==> src/htpc_pkg.sv <==
// Shared types, constants and helper functions for the hex TLV profile parser.
// No dependencies; every other file of the block imports this package.
`timescale 1ns / 1ps

package htpc_pkg;

    // Expected record lengths, in bytes and in hex characters
    localparam int ICCID_BYTES    = 10;
    localparam int IMSI_BYTES     = 9;
    localparam int KEY_BYTES      = 16;
    localparam int SMSP_HEX_CHARS = 104;

    localparam logic [7:0] ICCID_CHARS = 8'(ICCID_BYTES * 2);
    localparam logic [7:0] IMSI_CHARS  = 8'(IMSI_BYTES * 2);
    localparam logic [7:0] KEY_CHARS   = 8'(KEY_BYTES * 2);
    localparam logic [7:0] SMSP_CHARS  = 8'(SMSP_HEX_CHARS);

    // CRC-32 (reflected IEEE)
    localparam logic [31:0] CRC_INIT = 32'hFFFF_FFFF;
    localparam logic [31:0] CRC_POLY = 32'hEDB8_8320;

    // Length of the trailer delay line in characters
    localparam int DLY_DEPTH = 8;
    localparam logic [3:0] DLY_FULL = 4'(DLY_DEPTH);

    // Output queue depth in results
    localparam int QDEPTH = 4;

    // Record kinds
    localparam logic [2:0] KIND_ICCID = 3'd0;
    localparam logic [2:0] KIND_IMSI  = 3'd1;
    localparam logic [2:0] KIND_OPC   = 3'd2;
    localparam logic [2:0] KIND_KI    = 3'd3;
    localparam logic [2:0] KIND_KIC   = 3'd4;
    localparam logic [2:0] KIND_KID   = 3'd5;
    localparam logic [2:0] KIND_SMSP  = 3'd6;
    localparam logic [2:0] KIND_SKIP  = 3'd7;

    // Result kinds
    localparam logic RES_VALUE  = 1'b0;
    localparam logic RES_STATUS = 1'b1;

    typedef enum logic [2:0] {
        PH_TAG_HI = 3'd0,
        PH_TAG_LO = 3'd1,
        PH_LEN_HI = 3'd2,
        PH_LEN_LO = 3'd3,
        PH_VAL_HI = 3'd4,
        PH_VAL_LO = 3'd5,
        PH_DONE   = 3'd6
    } phase_t;

    typedef enum logic [2:0] {
        CFG_TAG_ICCID = 3'd0,
        CFG_TAG_IMSI  = 3'd1,
        CFG_TAG_OPC   = 3'd2,
        CFG_TAG_KI    = 3'd3,
        CFG_TAG_KIC   = 3'd4,
        CFG_TAG_KID   = 3'd5,
        CFG_TAG_SMSP  = 3'd6,
        CFG_TAG_END   = 3'd7
    } cfg_idx_t;

    typedef struct packed {
        logic [7:0] tag_iccid;
        logic [7:0] tag_imsi;
        logic [7:0] tag_opc;
        logic [7:0] tag_ki;
        logic [7:0] tag_kic;
        logic [7:0] tag_kid;
        logic [7:0] tag_smsp;
        logic [7:0] tag_end;
    } tags_t;

    typedef struct packed {
        logic [7:0] char_in;
        logic       is_last;
    } in_item_t;

    typedef struct packed {
        logic       result_kind;
        logic [2:0] record_kind;
        logic [6:0] byte_index;
        logic [7:0] value_byte;
        logic       length_error;
        logic       end_tag_seen;
        logic       crc_checked;
        logic       crc_match;
        logic       too_short;
        logic       last_of_run;
    } out_item_t;

    // Results produced by one request: count (0..2), then the items in order
    typedef struct packed {
        logic [1:0] num;
        out_item_t  item0;
        out_item_t  item1;
    } push_t;

    // Hex nibble rule (c % 32 + 9) % 25
    function automatic logic [4:0] nib(input logic [7:0] c);
        logic [5:0] s;
        s = {1'b0, c[4:0]} + 6'd9;
        return (s >= 6'd25) ? 5'(s - 6'd25) : s[4:0];
    endfunction

    // Byte from two nibbles, truncated to 8 bits
    function automatic logic [7:0] pair(input logic [4:0] hi, input logic [4:0] lo);
        return {hi[3:0], 4'b0000} + {3'b000, lo};
    endfunction

    // One byte through the reflected CRC-32
    function automatic logic [31:0] crc32_byte(input logic [31:0] crc, input logic [7:0] d);
        logic [31:0] c;
        c = crc ^ {24'd0, d};
        for (int b = 0; b < 8; b++) begin
            c = c[0] ? ((c >> 1) ^ CRC_POLY) : (c >> 1);
        end
        return c;
    endfunction

endpackage

==> src/htpc_cfg.sv <==
// Tag code registers with their write decode.
// Depends on htpc_pkg for the register index codes and the tag bundle type.
`timescale 1ns / 1ps

module htpc_cfg (
    input  logic                clk,
    input  logic                rst_n,
    input  logic                cfg_we,
    input  htpc_pkg::cfg_idx_t  cfg_index,
    input  logic [7:0]          cfg_data,
    output htpc_pkg::tags_t     tags
);
    import htpc_pkg::*;

    tags_t tags_reg;
    tags_t tags_next;

    // Decode the register index
    always_comb
    begin
        tags_next = tags_reg;
        if (cfg_we)
        begin
            unique case (cfg_index)
                CFG_TAG_ICCID: tags_next.tag_iccid = cfg_data;
                CFG_TAG_IMSI:  tags_next.tag_imsi  = cfg_data;
                CFG_TAG_OPC:   tags_next.tag_opc   = cfg_data;
                CFG_TAG_KI:    tags_next.tag_ki    = cfg_data;
                CFG_TAG_KIC:   tags_next.tag_kic   = cfg_data;
                CFG_TAG_KID:   tags_next.tag_kid   = cfg_data;
                CFG_TAG_SMSP:  tags_next.tag_smsp  = cfg_data;
                CFG_TAG_END:   tags_next.tag_end   = cfg_data;
                default:       tags_next = tags_reg;
            endcase
        end
    end

    // Hold the tag codes
    always_ff @(posedge clk or negedge rst_n)
    begin
        if (!rst_n)
        begin
            tags_reg.tag_iccid <= 8'd1;
            tags_reg.tag_imsi  <= 8'd2;
            tags_reg.tag_opc   <= 8'd3;
            tags_reg.tag_ki    <= 8'd4;
            tags_reg.tag_kic   <= 8'd5;
            tags_reg.tag_kid   <= 8'd6;
            tags_reg.tag_smsp  <= 8'd7;
            tags_reg.tag_end   <= 8'd255;
        end
        else
        begin
            tags_reg <= tags_next;
        end
    end

    assign tags = tags_reg;

endmodule

==> src/htpc_parser.sv <==
// Parse state, CRC path and result formation for one character per cycle while accept is high.
// Depends on htpc_pkg for the phase type, tag bundle, item types and helpers.
`timescale 1ns / 1ps

module htpc_parser (
    input  logic                clk,
    input  logic                rst_n,
    input  logic                accept,
    input  htpc_pkg::in_item_t  item,
    input  htpc_pkg::tags_t     tags,
    output htpc_pkg::push_t     push
);
    import htpc_pkg::*;

    phase_t      phase_reg,   phase_next;
    logic [7:0]  tag_reg,     tag_next;
    logic [7:0]  rem_reg,     rem_next;
    logic [4:0]  hn_reg,      hn_next;
    logic [2:0]  kind_reg,    kind_next;
    logic [6:0]  idx_reg,     idx_next;
    logic [31:0] crc_reg,     crc_next;
    logic [7:0]  dly_reg      [DLY_DEPTH];
    logic [7:0]  dly_next     [DLY_DEPTH];
    logic [3:0]  seen_reg,    seen_next;
    logic        crcreq_reg,  crcreq_next;
    logic        lenerr_reg,  lenerr_next;
    logic        endseen_reg, endseen_next;

    logic [4:0]  c_nib;
    logic [7:0]  pair_val;
    logic [7:0]  expect_len;
    logic        known;
    logic        value_out;
    logic        full;
    logic [31:0] trailer;
    out_item_t   val_item;
    out_item_t   stat_item;

    assign c_nib    = nib(item.char_in);
    assign pair_val = pair(hn_reg, c_nib);

    // Advance the parse state for one character
    always_comb
    begin
        phase_next   = phase_reg;
        tag_next     = tag_reg;
        rem_next     = rem_reg;
        hn_next      = hn_reg;
        kind_next    = kind_reg;
        idx_next     = idx_reg;
        crcreq_next  = crcreq_reg;
        lenerr_next  = lenerr_reg;
        endseen_next = endseen_reg;
        expect_len   = 8'd0;
        known        = 1'b0;
        value_out    = 1'b0;

        unique case (phase_reg)
            PH_TAG_HI:
            begin
                hn_next    = c_nib;
                phase_next = PH_TAG_LO;
            end
            PH_TAG_LO:
            begin
                tag_next   = pair_val;
                phase_next = PH_LEN_HI;
            end
            PH_LEN_HI:
            begin
                hn_next    = c_nib;
                phase_next = PH_LEN_LO;
            end
            PH_LEN_LO:
            begin
                idx_next = 7'd0;
                rem_next = pair_val;
                known    = 1'b1;
                if (tag_reg == tags.tag_iccid)
                begin
                    kind_next  = KIND_ICCID;
                    expect_len = ICCID_CHARS;
                end
                else if (tag_reg == tags.tag_imsi)
                begin
                    kind_next  = KIND_IMSI;
                    expect_len = IMSI_CHARS;
                end
                else if (tag_reg == tags.tag_opc)
                begin
                    kind_next  = KIND_OPC;
                    expect_len = KEY_CHARS;
                end
                else if (tag_reg == tags.tag_ki)
                begin
                    kind_next  = KIND_KI;
                    expect_len = KEY_CHARS;
                end
                else if (tag_reg == tags.tag_kic)
                begin
                    kind_next  = KIND_KIC;
                    expect_len = KEY_CHARS;
                end
                else if (tag_reg == tags.tag_kid)
                begin
                    kind_next  = KIND_KID;
                    expect_len = KEY_CHARS;
                end
                else if (tag_reg == tags.tag_smsp)
                begin
                    kind_next  = KIND_SMSP;
                    expect_len = SMSP_CHARS;
                end
                else if (tag_reg == tags.tag_end)
                begin
                    known = 1'b0;
                end
                else
                begin
                    known       = 1'b0;
                    kind_next   = KIND_SKIP;
                    crcreq_next = 1'b1;
                end

                if (known && (pair_val != expect_len))
                begin
                    lenerr_next = 1'b1;
                end

                // End tag stops parsing; kind stays as it was
                if ((tag_reg == tags.tag_end) && !known)
                begin
                    endseen_next = 1'b1;
                    phase_next   = PH_DONE;
                end
                else
                begin
                    phase_next = (pair_val != 8'd0) ? PH_VAL_HI : PH_TAG_HI;
                end
            end
            PH_VAL_HI:
            begin
                if (rem_reg <= 8'd1)
                begin
                    rem_next   = 8'd0;
                    phase_next = PH_TAG_HI;
                end
                else
                begin
                    hn_next    = c_nib;
                    rem_next   = rem_reg - 8'd1;
                    phase_next = PH_VAL_LO;
                end
            end
            PH_VAL_LO:
            begin
                if (rem_reg != 8'd0)
                begin
                    rem_next = rem_reg - 8'd1;
                end
                if (kind_reg != KIND_SKIP)
                begin
                    value_out = 1'b1;
                    idx_next  = idx_reg + 7'd1;
                end
                phase_next = (rem_next != 8'd0) ? PH_VAL_HI : PH_TAG_HI;
            end
            PH_DONE:
            begin
                phase_next = PH_DONE;
            end
            default:
            begin
                phase_next = phase_reg;
            end
        endcase
    end

    // Shift the trailer delay line and feed the CRC with the oldest character
    always_comb
    begin
        for (int i = 0; i < DLY_DEPTH - 1; i++)
        begin
            dly_next[i] = dly_reg[i + 1];
        end
        dly_next[DLY_DEPTH - 1] = item.char_in;
        crc_next  = (seen_reg >= DLY_FULL) ? crc32_byte(crc_reg, dly_reg[0]) : crc_reg;
        seen_next = (seen_reg < DLY_FULL) ? (seen_reg + 4'd1) : seen_reg;
    end

    // Read the trailer as big-endian hex
    always_comb
    begin
        for (int i = 0; i < 4; i++)
        begin
            trailer[31 - 8 * i -: 8] = pair(nib(dly_next[2 * i]), nib(dly_next[2 * i + 1]));
        end
    end

    assign full = (seen_next >= DLY_FULL);

    // Form the value and status results
    always_comb
    begin
        val_item             = '0;
        val_item.result_kind = RES_VALUE;
        val_item.record_kind = kind_reg;
        val_item.byte_index  = idx_reg;
        val_item.value_byte  = pair_val;
        val_item.last_of_run = !item.is_last;

        stat_item              = '0;
        stat_item.result_kind  = RES_STATUS;
        stat_item.length_error = lenerr_next;
        stat_item.end_tag_seen = endseen_next;
        stat_item.crc_checked  = crcreq_next;
        stat_item.crc_match    = crcreq_next && full && ((~crc_next) == trailer);
        stat_item.too_short    = crcreq_next && !full;
        stat_item.last_of_run  = 1'b1;

        push = '0;
        if (accept)
        begin
            if (value_out && item.is_last)
            begin
                push.num   = 2'd2;
                push.item0 = val_item;
                push.item1 = stat_item;
            end
            else if (value_out)
            begin
                push.num   = 2'd1;
                push.item0 = val_item;
            end
            else if (item.is_last)
            begin
                push.num   = 2'd1;
                push.item0 = stat_item;
            end
        end
    end

    // Update state on each request; return to reset after the last character
    always_ff @(posedge clk or negedge rst_n)
    begin
        if (!rst_n)
        begin
            phase_reg   <= PH_TAG_HI;
            tag_reg     <= 8'd0;
            rem_reg     <= 8'd0;
            hn_reg      <= 5'd0;
            kind_reg    <= 3'd0;
            idx_reg     <= 7'd0;
            crc_reg     <= CRC_INIT;
            seen_reg    <= 4'd0;
            crcreq_reg  <= 1'b0;
            lenerr_reg  <= 1'b0;
            endseen_reg <= 1'b0;
            for (int i = 0; i < DLY_DEPTH; i++)
            begin
                dly_reg[i] <= 8'd0;
            end
        end
        else if (accept)
        begin
            if (item.is_last)
            begin
                phase_reg   <= PH_TAG_HI;
                tag_reg     <= 8'd0;
                rem_reg     <= 8'd0;
                hn_reg      <= 5'd0;
                kind_reg    <= 3'd0;
                idx_reg     <= 7'd0;
                crc_reg     <= CRC_INIT;
                seen_reg    <= 4'd0;
                crcreq_reg  <= 1'b0;
                lenerr_reg  <= 1'b0;
                endseen_reg <= 1'b0;
                for (int i = 0; i < DLY_DEPTH; i++)
                begin
                    dly_reg[i] <= 8'd0;
                end
            end
            else
            begin
                phase_reg   <= phase_next;
                tag_reg     <= tag_next;
                rem_reg     <= rem_next;
                hn_reg      <= hn_next;
                kind_reg    <= kind_next;
                idx_reg     <= idx_next;
                crc_reg     <= crc_next;
                seen_reg    <= seen_next;
                crcreq_reg  <= crcreq_next;
                lenerr_reg  <= lenerr_next;
                endseen_reg <= endseen_next;
                for (int i = 0; i < DLY_DEPTH; i++)
                begin
                    dly_reg[i] <= dly_next[i];
                end
            end
        end
    end

    // A status result comes only with the last character
    a_two_only_last: assert property (@(posedge clk) disable iff (!rst_n)
        (push.num == 2'd2) |-> item.is_last)
        else $error("two results from a character that is not the last");

    // The last character restarts parsing from a clean state
    a_restart: assert property (@(posedge clk) disable iff (!rst_n)
        (accept && item.is_last) |=> ((phase_reg == PH_TAG_HI) && (crc_reg == CRC_INIT)
            && (seen_reg == 4'd0)))
        else $error("state not cleared after the last character");

    // The delay line count saturates at its depth
    a_seen_sat: assert property (@(posedge clk) disable iff (!rst_n)
        seen_reg <= DLY_FULL)
        else $error("character count beyond delay line depth");

endmodule

==> src/htpc_out_queue.sv <==
// Result queue: takes up to two results per cycle and hands out one per cycle while out_stall is low.
// Depends on htpc_pkg for the result item and push bundle types.
`timescale 1ns / 1ps

module htpc_out_queue (
    input  logic                 clk,
    input  logic                 rst_n,
    input  htpc_pkg::push_t      push,
    output logic                 room,
    output logic                 out_valid,
    input  logic                 out_stall,
    output htpc_pkg::out_item_t  out_data
);
    import htpc_pkg::*;

    localparam int PW = $clog2(QDEPTH);

    out_item_t     mem_reg [QDEPTH];
    logic [PW-1:0] wr_reg, wr_next;
    logic [PW-1:0] rd_reg, rd_next;
    logic [PW:0]   cnt_reg, cnt_next;
    logic          pop;

    assign pop       = out_valid && !out_stall;
    assign out_valid = (cnt_reg != '0);
    assign out_data  = mem_reg[rd_reg];
    // Leave space for the two results of one request
    assign room      = (cnt_reg <= (PW + 1)'(QDEPTH - 2));

    // Advance pointers and count
    always_comb
    begin
        wr_next  = wr_reg + PW'(push.num);
        rd_next  = pop ? (rd_reg + PW'(1)) : rd_reg;
        cnt_next = cnt_reg + (PW + 1)'(push.num) - (PW + 1)'(pop);
    end

    // Store pushed results
    always_ff @(posedge clk)
    begin
        if (push.num != 2'd0)
        begin
            mem_reg[wr_reg] <= push.item0;
        end
        if (push.num == 2'd2)
        begin
            mem_reg[wr_reg + PW'(1)] <= push.item1;
        end
    end

    always_ff @(posedge clk or negedge rst_n)
    begin
        if (!rst_n)
        begin
            wr_reg  <= '0;
            rd_reg  <= '0;
            cnt_reg <= '0;
        end
        else
        begin
            wr_reg  <= wr_next;
            rd_reg  <= rd_next;
            cnt_reg <= cnt_next;
        end
    end

    // Never hold more than the queue depth
    a_no_overflow: assert property (@(posedge clk) disable iff (!rst_n)
        cnt_reg <= (PW + 1)'(QDEPTH))
        else $error("result queue overflow");

    // A push arrives only when space was reserved
    a_push_room: assert property (@(posedge clk) disable iff (!rst_n)
        (push.num != 2'd0) |-> room)
        else $error("push without room");

    // Of two results in one push only the second closes the run
    a_pair_order: assert property (@(posedge clk) disable iff (!rst_n)
        (push.num == 2'd2) |-> (push.item1.last_of_run && !push.item0.last_of_run))
        else $error("result pair in wrong order");

endmodule

==> src/hex_tlv_profile_parser_crc32_unit.sv <==
// Hex TLV profile parser with CRC-32 trailer check, top level.
// Throughput: one character per cycle while in_stall is low; the last
// character of a profile can yield two results, which leave the four-entry
// result queue one per cycle while out_stall is low. Reset: asynchronous,
// active low; tag codes return to their defaults and the parser to the start
// of a profile. Depends on htpc_pkg and the htpc modules.
`timescale 1ns / 1ps

module hex_tlv_profile_parser_crc32_unit (
    input  logic                 clk,
    input  logic                 rst_n,
    input  logic                 cfg_we,
    input  logic [2:0]           cfg_index,
    input  logic [7:0]           cfg_data,
    input  logic                 in_valid,
    output logic                 in_stall,
    input  htpc_pkg::in_item_t   in_data,
    output logic                 out_valid,
    input  logic                 out_stall,
    output htpc_pkg::out_item_t  out_data
);
    import htpc_pkg::*;

    tags_t tags;
    push_t push;
    logic  room;
    logic  accept;

    assign in_stall = !room;
    assign accept   = in_valid && room;

    htpc_cfg u_cfg (
        .clk       (clk),
        .rst_n     (rst_n),
        .cfg_we    (cfg_we),
        .cfg_index (cfg_idx_t'(cfg_index)),
        .cfg_data  (cfg_data),
        .tags      (tags)
    );

    htpc_parser u_parser (
        .clk    (clk),
        .rst_n  (rst_n),
        .accept (accept),
        .item   (in_data),
        .tags   (tags),
        .push   (push)
    );

    htpc_out_queue u_queue (
        .clk       (clk),
        .rst_n     (rst_n),
        .push      (push),
        .room      (room),
        .out_valid (out_valid),
        .out_stall (out_stall),
        .out_data  (out_data)
    );

endmodule

==> config.mk <==
export PLATFORM = sky130hd
export DESIGN_NAME = hex_tlv_profile_parser_crc32_unit
export DESIGN_NICKNAME = d
export VERILOG_FILES = /design/src/htpc_pkg.sv /design/src/htpc_cfg.sv /design/src/htpc_parser.sv /design/src/htpc_out_queue.sv /design/src/hex_tlv_profile_parser_crc32_unit.sv
export SDC_FILE = /design/constraint.sdc
export NUM_CORES = 1
export LEC_CHECK = 0
export BUFFER_PORTS_ARGS = -buffer_cell sky130_fd_sc_hd__buf_2
export CAP_MARGIN = 20
export CORE_ASPECT_RATIO = 1.25
export CORE_MARGIN = 2
export CORE_UTILIZATION = 45
export DETAILED_ROUTE_END_ITERATION = 10
export SLEW_MARGIN = 25
export SYNTH_ARGS = -nofsm -noshare
export SYNTH_HDL_FRONTEND = slang
export SYNTH_SLANG_ARGS = --single-unit
==> constraint.sdc <==
create_clock -name clk -period 11.48 [get_ports clk]
set_input_delay 0.574 -clock clk [delete_from_list [all_inputs] [get_ports clk]]
set_output_delay 0.574 -clock clk [all_outputs]
set_load 0.1 [all_outputs]
==> results.rst, run 1 <==
.. list-table::
   :header-rows: 1

   * - Metric
     - Value
   * - Worst min-delay path class
     - in2async
   * - Worst slew slack as a fraction of its limit
     - 0.318
   * - Pwr dens
     - between 200 and 250 nW/um^2
   * - Placed instance area
     - 18100 sq um
   * - Hold-fix buffers at CTS
     - 0
   * - Number of clock buffers inserted by TritonCTS
     - 35
   * - Clock root buffer
     - sky130_fd_sc_hd__clkbuf_16
   * - GRT Total Usage
     - 0.208
   * - Proportion of layout cells with a drive suffix above 1
     - 0.172
   * - Fraction of registers with async set or reset after synthesis
     - 0.674
   * - Number of I/O pins
     - 52
   * - Number of flops mapped to enable cells by yosys
     - 28
   * - Number of buffers on the longest clock path
     - 3
   * - Initial DRC Count
     - 836
   * - Placeable Area
     - 38200 sq um
   * - Final Hold Viols
     - 0
   * - Post-CTS Setup Inserts
     - 0
   * - Endpoint of the worst-slack reg-to-reg timing path
     - u_queue.mem_reg[3][2]$_DFFE_PP_
   * - Max-capacitance violation count
     - 0
   * - Register-to-Register Path Depth
     - 13
   * - R2r setup slk
     - 7.14 ns
   * - Cell area after technology mapping
     - 17400 sq um
   * - Largest register FFs
     - 100
   * - Synth Warn #
     - 0
   * - Number of antenna violations at the first check in global routing
     - 4
   * - Net count of the mapped netlist
     - 1768
   * - Util after Layout
     - 0.504
   * - Peak supply drop
     - 0.116 mV
   * - Total wirelength of the detailed-routed design
     - 42.0 mm
   * - Die Width
     - 180 um
   * - Clock transition at the registers of the reported paths
     - approximately 0.060 ns
   * - Sum of routed wire segments on met1
     - about 19 mm
   * - Post-route minimum period
     - 4.34 ns
   * - Crit. End Element
     - flip-flop
   * - Final net count
     - around 1800
   * - Critical path startpoint category
     - flip-flop
   * - Result of the run
     - completed
   * - Starting density of the core
     - 0.456
   * - Static leakage power
     - just under 0.008 uW
   * - Placer's final routability congestion estimate
     - 0.840
   * - Met3 wire length
     - around 1.8 mm
   * - Detailed-routing iteration count for the pre-antenna-repair pass
     - 5
   * - CTS H-tree lvls
     - 2
   * - Most frequently used flop master after synthesis
     - sky130_fd_sc_hd__dfrtp_1
   * - Worst-Skew Late Latency
     - approximately 0.54 ns
   * - Number of sinks driven by the clock tree
     - about 310
   * - Post-route cell area
     - 19300 sq um
   * - Final clock period utilization by the worst path
     - 0.378
   * - Routed wirelength normalized by instance count
     - 18.9 um
   * - Total half-perimeter wirelength after legalization and detailed placement
     - between 20 and 30 mm
   * - Synthesized instance count
     - roughly 1700
   * - Number of different library cells in the post-synthesis netlist
     - 83
   * - Sequential share of the synthesized area
     - 0.432
   * - Mean area per synthesized cell
     - 10.2 sq um
   * - Setup repair after global routing missed its margin
     - no
   * - Required time of the critical path
     - approximately 12 ns
   * - Uppermost signal routing layer after detailed routing
     - met5
   * - Remaining number of nets flagged by the antenna check after routing
     - 0
   * - Wire length on met2
     - 20.5 mm
   * - Post-DR vias/cell
     - 5.76
   * - Via count of the first global-routing pass
     - 12600
   * - IO Port Bufs
     - just over 50
   * - Total negative setup slack
     - 0 ns
   * - Max Transition Viols Final
     - 0
   * - Area delta synth->final
     - 10.6%
   * - Die outline area
     - between 40000 and 50000 sq um
   * - Placement-stage worst setup slack
     - 7.20 ns
   * - Remaining global-route overflow
     - 0
   * - Maximum fanout encountered on the critical timing path
     - 9
   * - Total via count in the routed design
     - approximately 13000
   * - Pin count of the biggest net entering global routing
     - 84
   * - Die Y
     - 224 um
   * - Worst setup path class
     - reg2reg
   * - Worst-Margin Slew
     - 1.02 ns
   * - Total power draw
     - about 4600 uW
   * - CTS resizes
     - 0
   * - Final worst setup slack
     - 7.14 ns
   * - Drt drc
     - 0
   * - Clock tree from TritonCTS
     - done
   * - Arrival @ worst endpoint
     - 4.73 ns
   * - Maximum clock frequency
     - roughly 230 MHz
   * - Setup clock skew after layout
     - between 0.02 and 0.03 ns
   * - Wire length of the first global-routing pass
     - 68.6 mm
   * - Worst flop-to-flop path startpoint
     - u_parser.dly_next[40]$_DFFE_PN0P_
   * - Number of standard-cell rows in the floorplan
     - 80
   * - Finish-stage setup viols
     - 0
   * - Flip-flop and latch count after synthesis
     - a little over 300
## metrics by stage
step                      hold slack (ns)  instances
after floorplan                     0.278       1705
after global placement              0.431       2160
after detailed placement            0.442       2161
after CTS                          0.0687       2224
after global routing               0.0839       2224
final                              0.0396       2225
## worst max path at each step
stage                                            from                              end  slack [ns]
finish              u_parser.dly_next[40]$_DFFE_PN0P_  u_queue.mem_reg[3][2]$_DFFE_PP_        7.14
global route        u_parser.dly_next[40]$_DFFE_PN0P_  u_queue.mem_reg[3][2]$_DFFE_PP_        6.89
CTS                 u_parser.dly_next[40]$_DFFE_PN0P_  u_queue.mem_reg[3][2]$_DFFE_PP_        7.17
detailed placement  u_parser.dly_next[40]$_DFFE_PN0P_  u_queue.mem_reg[3][2]$_DFFE_PP_        7.20
global placement    u_parser.dly_next[40]$_DFFE_PN0P_  u_queue.mem_reg[2][2]$_DFFE_PP_        7.37
floorplan           u_parser.dly_next[40]$_DFFE_PN0P_  u_queue.mem_reg[3][2]$_DFFE_PP_        7.85
## cells in the final DEF, fill, tap and decap left out, types with 41 or more instances in the layout
master,count
sky130_fd_sc_hd__nor2_1,86
sky130_fd_sc_hd__nand3b_1,41
sky130_fd_sc_hd__o21ai_0,99
sky130_fd_sc_hd__dfxtp_1,72
sky130_fd_sc_hd__buf_2,50
sky130_fd_sc_hd__nand2_1,217
sky130_fd_sc_hd__xor2_1,100
sky130_fd_sc_hd__dfrtp_1,153
sky130_fd_sc_hd__xnor2_1,97
sky130_fd_sc_hd__inv_1,51
sky130_fd_sc_hd__dfstp_2,52
sky130_fd_sc_hd__mux2_2,66
sky130_fd_sc_hd__a21oi_1,56
sky130_fd_sc_hd__a32o_1,47
## critical path: stages (launching register included)
cell and delay (ns):
sky130_fd_sc_hd__dfrtp_1 0.51, sky130_fd_sc_hd__ha_1 0.36, sky130_fd_sc_hd__a21boi_1 0.25, sky130_fd_sc_hd__o211ai_1 0.13, sky130_fd_sc_hd__a211oi_1 0.64, sky130_fd_sc_hd__xnor2_1 0.14
sky130_fd_sc_hd__ha_1 0.25, sky130_fd_sc_hd__ha_1 0.20, sky130_fd_sc_hd__xor2_1 0.14, sky130_fd_sc_hd__xnor3_1 0.44, sky130_fd_sc_hd__nand4_1 0.10, sky130_fd_sc_hd__or4_1 0.42
sky130_fd_sc_hd__nor4_2 0.38, sky130_fd_sc_hd__and4_1 0.24
## where the power goes
group	internal [uW]	total (uW)	switching, uW
Combinational	775	1850	1070
Sequential	1310	1620	307
Clock	698	1160	458
## cell type report
type	instances	area, sq um
fillers	3498	19000
multi-input cells	1244	9340
flip-flops and latches	307	7530
clock buffers	50	1030
well taps	492	616
repair buffers	66	398
inverters	52	195
clock inverters	13	168
diodes	1	2.50
## synthesized netlist by cell type (6+ instances only)
| master | number | area share |
|---|---|---|
| sky130_fd_sc_hd__o22a_1 | 20 | 0.010 |
| sky130_fd_sc_hd__xor2_1 | 100 | 0.050 |
| sky130_fd_sc_hd__nand4_1 | 11 | 0.0039 |
| sky130_fd_sc_hd__nand3b_1 | 41 | 0.018 |
| sky130_fd_sc_hd__nand3_1 | 25 | 0.0072 |
| sky130_fd_sc_hd__nor2_1 | 87 | 0.019 |
| sky130_fd_sc_hd__a21oi_1 | 56 | 0.016 |
| sky130_fd_sc_hd__a32o_1 | 47 | 0.027 |
| sky130_fd_sc_hd__mux4_2 | 25 | 0.032 |
| sky130_fd_sc_hd__or3_1 | 9 | 0.0032 |
| sky130_fd_sc_hd__mux2_2 | 66 | 0.043 |
| sky130_fd_sc_hd__buf_1 | 8 | 0.0017 |
| sky130_fd_sc_hd__mux2i_1 | 23 | 0.013 |
| sky130_fd_sc_hd__a22o_1 | 10 | 0.0050 |
| sky130_fd_sc_hd__clkbuf_1 | 84 | 0.018 |
| sky130_fd_sc_hd__nor3b_1 | 6 | 0.0026 |
| sky130_fd_sc_hd__buf_2 | 9 | 0.0026 |
| sky130_fd_sc_hd__xnor2_1 | 97 | 0.049 |
| sky130_fd_sc_hd__ha_1 | 37 | 0.027 |
| sky130_fd_sc_hd__o21ai_0 | 99 | 0.028 |
| sky130_fd_sc_hd__edfxtp_1 | 28 | 0.048 |
| sky130_fd_sc_hd__xnor3_1 | 10 | 0.013 |
| sky130_fd_sc_hd__o31ai_1 | 35 | 0.015 |
| sky130_fd_sc_hd__nor4_1 | 23 | 0.0083 |
| sky130_fd_sc_hd__and2_1 | 10 | 0.0036 |
| sky130_fd_sc_hd__dfstp_2 | 52 | 0.078 |
| sky130_fd_sc_hd__nand2b_1 | 12 | 0.0043 |
| sky130_fd_sc_hd__nor3_1 | 19 | 0.0055 |
| sky130_fd_sc_hd__a31oi_1 | 22 | 0.0079 |
| sky130_fd_sc_hd__dfxtp_1 | 72 | 0.083 |
| sky130_fd_sc_hd__inv_1 | 51 | 0.011 |
| sky130_fd_sc_hd__dfrtp_1 | 155 | 0.22 |
| sky130_fd_sc_hd__nand4b_1 | 7 | 0.0035 |
| sky130_fd_sc_hd__and3_1 | 10 | 0.0036 |
| sky130_fd_sc_hd__nand2_1 | 218 | 0.047 |
| sky130_fd_sc_hd__nor2b_1 | 18 | 0.0065 |
## routing by layer
| layer | vias up | GRT usage |
|---|---|---|
| met4 | 6 | 0.0622 |
| met2 | 282 | 0.359 |
| met1 | 6333 | 0.272 |
| met3 | 75 | 0.0325 |
| li1 | 6114 | - |
| met5 | - | 0 |
## logic make-up after synthesis
| logic type | Yosys count | synth area share |
|---|---|---|
| buffers and inverters | 154 | 0.0340 |
| AO/OA/AOI/OAI | 353 | 0.140 |
| XOR/XNOR | 224 | 0.134 |
| adder cells (fa/ha/maj) | 38 | 0.0277 |
| flip-flops | 307 | 0.432 |
| AND/OR/NAND/NOR | 514 | 0.144 |
| multiplexers | 115 | 0.0888 |
Note: power is estimated with default switching activity, not from simulation.
==> run 2: changes to the inputs <==
- clock period: 11.48 -> 3.8 ns (I/O delays scaled with it)
==> run 2 against run 1 <==
First-iteration DRC count is 5.7% higher. Register-to-register slack got worse by 6.9 ns. Worst hold slack worse by 0.0022 ns. Final area grew 1.1%. Wire length rose by 1.3%. Via count grew 1.2%.
==> results.rst, run 2 (synthesis gave the netlist of run 1 again) <==
.. list-table::
   :header-rows: 1

   * - Metric
     - Value
   * - Result of the run
     - completed (unchanged)
   * - Peak supply drop
     - 0.325 mV (was 0.116 mV)
   * - Remaining number of nets flagged by the antenna check after routing
     - 0 (unchanged)
   * - Critical-path cell list
     - ha_1 -> buf_4 -> nand2_1 -> a2111oi_2 -> a211oi_2 -> xnor2_1 -> ha_1 -> ha_1 -> xor2_1 -> xnor3_1 -> nand4_1 -> or4_1 -> nor4_4 -> and4_1 (was ha_1 -> a21boi_1 -> o211ai_1 -> a211oi_1 -> xnor2_1 -> ha_1 -> ha_1 -> xor2_1 -> xnor3_1 -> nand4_1 -> or4_1 -> nor4_2 -> and4_1)
   * - Proportion of power drawn by flip-flops and latches
     - 0.353 (was 0.350)
   * - Non-filler cells, final
     - 2258 (was 2225)
   * - Drt drc
     - 0 (unchanged)
   * - Initial DRC Count
     - 884 (was 836)
   * - Maximum fanout encountered on the critical timing path
     - 7 (was 9)
   * - Internal Dissipation
     - 8250 uW (was 2780 uW)
   * - Worst Hold Path Cells
     - 3
   * - Wire length of the first global-routing pass
     - 69.2 mm (was 68.6 mm)
   * - Storage element area
     - 7530 sq um (about the same)
   * - Fill cells
     - 3545 (was 3498)
   * - Pwr dens
     - 712 nW/um^2 (was 240 nW/um^2)
   * - Clock transition at the registers of the reported paths
     - 0.06 ns (about the same)
   * - Number of I/O pins
     - 52 (unchanged)
   * - Crit. End Element
     - flip-flop (unchanged)
   * - Post-route minimum period
     - 3.59 ns (was 4.34 ns)
   * - Maximum clock frequency
     - 278 MHz (was 231 MHz)
   * - Number of antenna violations at the first check in global routing
     - 1 (was 4)
   * - Placed instance count
     - 2190 (was 2161)
   * - Pin count of the biggest net entering global routing
     - 104 (was 84)
   * - Buf+Inv Stages, Crit Path
     - 1 (was 0)
   * - Worst setup path class
     - reg2reg (unchanged)
   * - Proportion of layout cells with a drive suffix above 1
     - 0.186 (was 0.172)
   * - Clock root buffer
     - sky130_fd_sc_hd__clkbuf_16 (unchanged)
   * - CTS H-tree lvls
     - 2 (unchanged)
   * - Util after Layout
     - 0.510 (was 0.504)
   * - IO Port Bufs
     - 51 (unchanged)
   * - Number of clock buffers inserted by TritonCTS
     - 34 (was 35)
   * - Switching power
     - 5620 uW (was 1840 uW)
   * - Dominant cell type by count on the critical path
     - sky130_fd_sc_hd__ha_1 (unchanged)
   * - Setup repair after global routing missed its margin
     - no (unchanged)
   * - Instance count on the critical path
     - 14 (was 13)
   * - Max-capacitance violation count
     - 0 (unchanged)
   * - GRT Total Usage
     - 0.211 (was 0.208)
   * - Number of sinks driven by the clock tree
     - 307 (unchanged)
   * - Critical path's largest stage delay
     - 0.47 ns (was 0.64 ns)
   * - Total half-perimeter wirelength after legalization and detailed placement
     - 29.0 mm (was 27.9 mm)
   * - Worst-Skew Late Latency
     - 0.54 ns (about the same)
   * - Total power draw
     - 13900 uW (was 4620 uW)
   * - Worst min-delay path class
     - in2reg (was in2async)
   * - Arrival @ worst endpoint
     - 3.97 ns (was 4.73 ns)
   * - Routed wirelength normalized by instance count
     - 18.8 um (was 18.9 um)
   * - Die Width
     - 180 um (unchanged)
   * - Worst slew slack as a fraction of its limit
     - 0.357 (was 0.318)
   * - Final clock period utilization by the worst path
     - 0.946 (was 0.378)
   * - Total wirelength of the detailed-routed design
     - 42.5 mm (was 42.0 mm)
   * - Finish-stage setup viols
     - 0 (unchanged)
   * - Remaining global-route overflow
     - 0 (unchanged)
   * - Commonest non-fill, non-tap cell in the layout
     - sky130_fd_sc_hd__nand2_1 (unchanged)
   * - Slowest cell on the critical path
     - sky130_fd_sc_hd__or4_1 (was sky130_fd_sc_hd__a211oi_1)
   * - Top delay family on crit path
     - simple AND/OR/NAND/NOR gates (unchanged)
   * - Largest register FFs
     - 100 (unchanged)
   * - Area delta synth->final
     - 11.8% (was 10.6%)
   * - Number of standard-cell rows in the floorplan
     - 80 (unchanged)
   * - Clock tree from TritonCTS
     - done (unchanged)
   * - Final Hold Viols
     - 0 (unchanged)
   * - Part of the total power dissipated in combinational logic
     - 0.413 (was 0.400)
   * - Share of power burned in the clock network
     - 0.234 (was 0.250)
   * - Max Transition Viols Final
     - 0 (unchanged)
   * - Placeable Area
     - 38200 sq um (unchanged)
   * - Final net count
     - 1804 (was 1769)
   * - Required time of the critical path
     - 4.18 ns (was 11.87 ns)
   * - Setup clock skew after layout
     - 0.0262 ns (was 0.0260 ns)
   * - Worst-Margin Slew
     - 0.956 ns (was 1.02 ns)
   * - Register-to-Register Path Depth
     - 14 (was 13)
   * - Area taken by multi-input logic gates
     - 9360 sq um (was 9340 sq um)
   * - Total via count in the routed design
     - 13000 (was 12800)
   * - Critical path startpoint category
     - flip-flop (unchanged)
   * - Post-DR vias/cell
     - 5.74 (was 5.76)
   * - Number of buffers on the longest clock path
     - 3 (unchanged)
   * - Detailed-routing iteration count for the pre-antenna-repair pass
     - 5 (unchanged)
   * - Placer's final routability congestion estimate
     - 0.854 (was 0.840)
   * - Die outline area
     - 40300 sq um (unchanged)
   * - Switching part of the total
     - 0.405 (was 0.398)
   * - Via count of the first global-routing pass
     - 12800 (was 12600)
   * - Top library cells by usage in the layout, fill and taps aside
     - sky130_fd_sc_hd__nand2_1 (217), sky130_fd_sc_hd__dfrtp_1 (151), sky130_fd_sc_hd__xor2_1 (100) (was sky130_fd_sc_hd__nand2_1 (217), sky130_fd_sc_hd__dfrtp_1 (153), sky130_fd_sc_hd__xor2_1 (100))
   * - Static leakage power
     - 0.00807 uW (was 0.00795 uW)
   * - Die Y
     - 224 um (unchanged)
   * - Starting density of the core
     - 0.456 (unchanged)
   * - Total negative setup slack
     - 0 ns (unchanged)
   * - ANT cells
     - 0 (was 1)
==> run 2: worst paths after layout <==
kind | start | endpoint | slack (ns)
worst max-delay path | u_parser.dly_next[41]$_DFFE_PN0P_ | u_queue.mem_reg[3][2]$_DFFE_PP_ | 0.21
worst min-delay path | in_data[4] | u_parser.dly_next[11]$_DFFE_PN0P_ | 0.04
worst max register to register | u_parser.dly_next[41]$_DFFE_PN0P_ | u_queue.mem_reg[3][2]$_DFFE_PP_ | 0.21
worst min register to register | u_queue.mem_reg[1][12]$_SDFFE_PP0P_ | u_queue.mem_reg[1][12]$_SDFFE_PP0P_ | 0.45
max in group asynchronous | rst_n | u_cfg.tags[24]$_DFFE_PN1P_ | 2.51
min in group asynchronous | rst_n | u_parser.dly_next[54]$_DFFE_PN0P_ | 0.32
==> run 2: layer usage <==
layer  track usage  up-vias  wire length (um)
met5             0        -                 0
met4        0.0648        0              1160
met3        0.0280       76              1760
met2         0.364      299             20900
met1         0.277     6411             18700
li1              -     6184                 -
==> run 2: power groups by stage <==
stage / clock [uW] / sequential, uW / combinational, uW
after detailed placement: 0 / 4940 / 5680
after global routing: 3460 / 5020 / 6230
after global placement: 0 / 4910 / 5620
final: 3250 / 4890 / 5740
after CTS: 3340 / 4890 / 5730
after floorplan: 0 / 4360 / 4820
==> run 2: worst min-delay path, stage by stage <==
cell	delay [ns]
sky130_fd_sc_hd__buf_2	0.16
sky130_fd_sc_hd__nand3b_1	0.11
sky130_fd_sc_hd__nand2_1	0.05
==> run 2: area by class of cell <==
class	count	share of cell area
clock buffer	48	0.0500
clock inverter	13	0.00629
inverter	52	0.0100
multi-input combinational	1244	0.480
sequential	307	0.386
tap	492	0.0316
timing repair buffer	102	0.0353
==> run 2: repair_timing <==
action	CTS	global route
buffers inserted	0	1
pin swaps	0	4
gates resized for setup	4	4
setup endpoints to repair	4	4
hold endpoints to repair	80	0
hold buffers	6	0
==> run 2: per-stage QoR <==
step                      setup WS [ns]  instance area [sq um]  hold slack (ns)
after global routing             0.0148                  19500           0.0400
final                             0.207                  19500           0.0374
after global placement           0.0642                  18300            0.322
after CTS                        0.0328                  19500           0.0220
after detailed placement        -0.0730                  18300            0.331
after floorplan                   0.175                  17400           -0.106
==> run 3: changes to the inputs <==
- CORE_ASPECT_RATIO: 1.25 -> 1.1
==> run 3 against run 2 <==
Register-to-register slack got worse by 0.02 ns. First-iteration DRC count up 5.7%. Sequential power shrank 2%. Clock power up 9.2%. Sequential share of layout area down 0.22 points. Wire length is 1.5% lower. Critical endpoint unchanged. Final cell count is 0.31% higher. Non-clock buffer count fell by 5. Fmax shrank 0.66%.
==> results.rst, run 3 (synthesis gave the netlist of run 1 again) <==
.. list-table::
   :header-rows: 1

   * - Metric
     - Value
   * - Result of the run
     - completed (unchanged)
   * - Remaining global-route overflow
     - 0 (unchanged)
   * - Pwr dens
     - 721 nW/um^2 (was 712 nW/um^2)
   * - Dominant cell type by count on the critical path
     - sky130_fd_sc_hd__ha_1 (unchanged)
   * - Maximum fanout encountered on the critical timing path
     - 7 (unchanged)
   * - Uppermost signal routing layer after detailed routing
     - met4 (unchanged)
   * - Top delay family on crit path
     - simple AND/OR/NAND/NOR gates (unchanged)
   * - Finish-stage setup viols
     - 0 (unchanged)
   * - R2r setup slk
     - 0.18 ns (was 0.21 ns)
   * - IO Port Bufs
     - 51 (unchanged)
   * - Largest register FFs
     - 100 (unchanged)
   * - Worst slew slack as a fraction of its limit
     - 0.384 (was 0.357)
   * - Proportion of layout cells with a drive suffix above 1
     - 0.190 (was 0.186)
   * - Arrival @ worst endpoint
     - 4.02 ns (was 3.97 ns)
   * - Placer's final routability congestion estimate
     - 0.877 (was 0.854)
   * - Number of clock buffers inserted by TritonCTS
     - 36 (was 34)
   * - Sum of routed wire segments on met1
     - 19.6 mm (was 18.7 mm)
   * - Starting density of the core
     - 0.456 (about the same)
   * - Die Width
     - 192 um (was 180 um)
   * - Detailed-routing iteration count for the pre-antenna-repair pass
     - 5 (unchanged)
   * - Buf+Inv Stages, Crit Path
     - 1 (unchanged)
   * - Wire length on met2
     - 19.6 mm (was 20.9 mm)
   * - Number of antenna violations at the first check in global routing
     - 0 (was 1)
   * - Initial DRC Count
     - 934 (was 884)
   * - Total half-perimeter wirelength after legalization and detailed placement
     - 28.7 mm (was 29.0 mm)
   * - Placed instance area
     - 18200 sq um (was 18300 sq um)
   * - Final net count
     - 1801 (was 1804)
   * - Worst setup path class
     - reg2reg (unchanged)
   * - Setup clock skew after layout
     - 0.0153 ns (was 0.0262 ns)
   * - ANT cells
     - 0 (unchanged)
   * - Area delta synth->final
     - 12.4% (was 11.8%)
   * - Remaining number of nets flagged by the antenna check after routing
     - 0 (unchanged)
   * - Post-route minimum period
     - 3.62 ns (was 3.59 ns)
   * - Placeable Area
     - 38200 sq um (about the same)
   * - Number of sinks driven by the clock tree
     - 307 (unchanged)
   * - Clock root buffer
     - sky130_fd_sc_hd__clkbuf_16 (unchanged)
   * - Total power draw
     - 14100 uW (was 13900 uW)
   * - Maximum clock frequency
     - 276 MHz (was 278 MHz)
   * - Critical path's largest stage delay
     - 0.45 ns (was 0.47 ns)
   * - Commonest non-fill, non-tap cell in the layout
     - sky130_fd_sc_hd__nand2_1 (unchanged)
   * - Met3 wire length
     - 1.83 mm (was 1.76 mm)
   * - Total wirelength of the detailed-routed design
     - 41.9 mm (was 42.5 mm)
   * - Number of I/O pins
     - 52 (unchanged)
   * - CTS H-tree lvls
     - 2 (unchanged)
   * - Top library cells by usage in the layout, fill and taps aside
     - sky130_fd_sc_hd__nand2_1 (217), sky130_fd_sc_hd__dfrtp_1 (152), sky130_fd_sc_hd__xor2_1 (100) (was sky130_fd_sc_hd__nand2_1 (217), sky130_fd_sc_hd__dfrtp_1 (151), sky130_fd_sc_hd__xor2_1 (100))
   * - Post-DR vias/cell
     - 5.72 (was 5.74)
   * - Slowest cell on the critical path
     - sky130_fd_sc_hd__dfrtp_1 (was sky130_fd_sc_hd__or4_1)
   * - Post-route cell area
     - 19600 sq um (was 19500 sq um)
   * - Critical-path cell list
     - ha_1 -> buf_4 -> nand2_1 -> a2111oi_2 -> a211oi_2 -> xnor2_1 -> ha_1 -> ha_1 -> xor2_1 -> xnor3_1 -> nand4_1 -> or4_4 -> nor4_4 -> and4_1 (was ha_1 -> buf_4 -> nand2_1 -> a2111oi_2 -> a211oi_2 -> xnor2_1 -> ha_1 -> ha_1 -> xor2_1 -> xnor3_1 -> nand4_1 -> or4_1 -> nor4_4 -> and4_1)
   * - Clock transition at the registers of the reported paths
     - 0.06 ns (about the same)
   * - Fill cells
     - 3479 (was 3545)
   * - Die Y
     - 210 um (was 224 um)
   * - Peak supply drop
     - 0.609 mV (was 0.325 mV)
   * - Total via count in the routed design
     - 13000 (about the same)
   * - Worst-Skew Late Latency
     - 0.53 ns (was 0.54 ns)
   * - Critical path startpoint category
     - flip-flop (unchanged)
   * - Final Hold Viols
     - 0 (unchanged)
   * - Number of buffers on the longest clock path
     - 3 (unchanged)
   * - Max Transition Viols Final
     - 0 (unchanged)
   * - Crit. End Element
     - flip-flop (unchanged)
   * - Die outline area
     - 40300 sq um (about the same)
   * - Worst-Margin Slew
     - 0.920 ns (was 0.956 ns)
   * - Routed wirelength normalized by instance count
     - 18.5 um (was 18.8 um)
   * - Clock tree from TritonCTS
     - done (unchanged)
   * - GRT Total Usage
     - 0.210 (was 0.211)
   * - Worst min-delay path class
     - in2reg (unchanged)
   * - Wire length of the first global-routing pass
     - 68.0 mm (was 69.2 mm)
   * - Drt drc
     - 0 (unchanged)
   * - Final clock period utilization by the worst path
     - 0.952 (was 0.946)
   * - Static leakage power
     - 0.00812 uW (was 0.00807 uW)
   * - Max-capacitance violation count
     - 0 (unchanged)
   * - Via count of the first global-routing pass
     - 12600 (was 12800)
   * - Pin count of the biggest net entering global routing
     - 106 (was 104)
   * - Required time of the critical path
     - 4.20 ns (was 4.18 ns)
   * - Number of standard-cell rows in the floorplan
     - 75 (was 80)
## run 3: worst paths after layout
kind	from	to	cells after the start
max	u_parser.dly_next[41]$_DFFE_PN0P_	u_queue.mem_reg[3][2]$_DFFE_PP_	14
min reg2reg	u_queue.mem_reg[0][13]$_SDFFE_PP0P_	u_queue.mem_reg[0][13]$_SDFFE_PP0P_	2
max in group asynchronous	rst_n	u_cfg.tags[26]$_DFFE_PN1P_	3
min in group asynchronous	rst_n	u_parser.dly_next[26]$_DFFE_PN0P_	2
max reg2reg	u_parser.dly_next[41]$_DFFE_PN0P_	u_queue.mem_reg[3][2]$_DFFE_PP_	14
min	cfg_data[3]	u_cfg.tags[19]$_DFFE_PN0P_	2
## run 3: timing repair
| item | in CTS | in global routing |
|---|---|---|
| pin swaps | 0 | 3 |
| buffers inserted | 0 | 2 |
| hold buffers | 6 | 0 |
| resized for setup | 3 | 10 |
| hold endpoints to repair | 77 | 0 |
| endpoints found under the setup margin | 4 | 4 |
## run 3: area by class of cell
type | instances | area (sq um) | share of cell area
Clock buffer | 51 | 1070 | 0.0546
Inverter | 52 | 195 | 0.00996
Multi-Input combinational cell | 1244 | 9380 | 0.479
Tap cell | 500 | 626 | 0.0319
Clock inverter | 14 | 156 | 0.00798
Timing Repair Buffer | 97 | 638 | 0.0326
Sequential cell | 307 | 7530 | 0.384
## run 3: power breakdown
group | switching, uW | total (uW) | internal [uW]
clock network | 1430 | 3550 | 2120
logic | 3380 | 5790 | 2410
registers | 843 | 4800 | 3960
## run 3: metrics by stage
step | utilization | setup WS, ns | TNS, ns | instances | hold slack, ns
2_1_floorplan | - | 0.175 | 0 | 1705 | -0.106
3_3_place_gp | 0.477 | 0.113 | 0 | 2192 | 0.324
3_5_place_dp | 0.478 | -0.0286 | -0.0703 | 2192 | 0.332
4_1_cts | 0.512 | 0.0117 | 0 | 2263 | 0.00453
5_1_grt | 0.513 | -0.0208 | -0.0263 | 2265 | 0.0463
6_report | 0.513 | 0.183 | 0 | 2265 | 0.0231
## run 3: worst register-to-register path, delay by kind of cell (launching register included)
| family | cells | cell delay (ns) |
|---|---|---|
| buf+inv | 1 | 0.15 |
| flops | 1 | 0.45 |
| fa+ha+maj | 3 | 0.62 |
| xor+xnor | 3 | 0.68 |
| simple gates | 5 | 1.07 |
| compound gates | 2 | 0.51 |
## run 3: routing by layer
| layer | global-route usage | vias to the layer above |
|---|---|---|
| li1 | - | 6207 |
| met1 | 0.295 | 6398 |
| met3 | 0.0321 | 62 |
| met5 | 0 | - |
| met4 | 0.0565 | 0 |
| met2 | 0.339 | 294 |
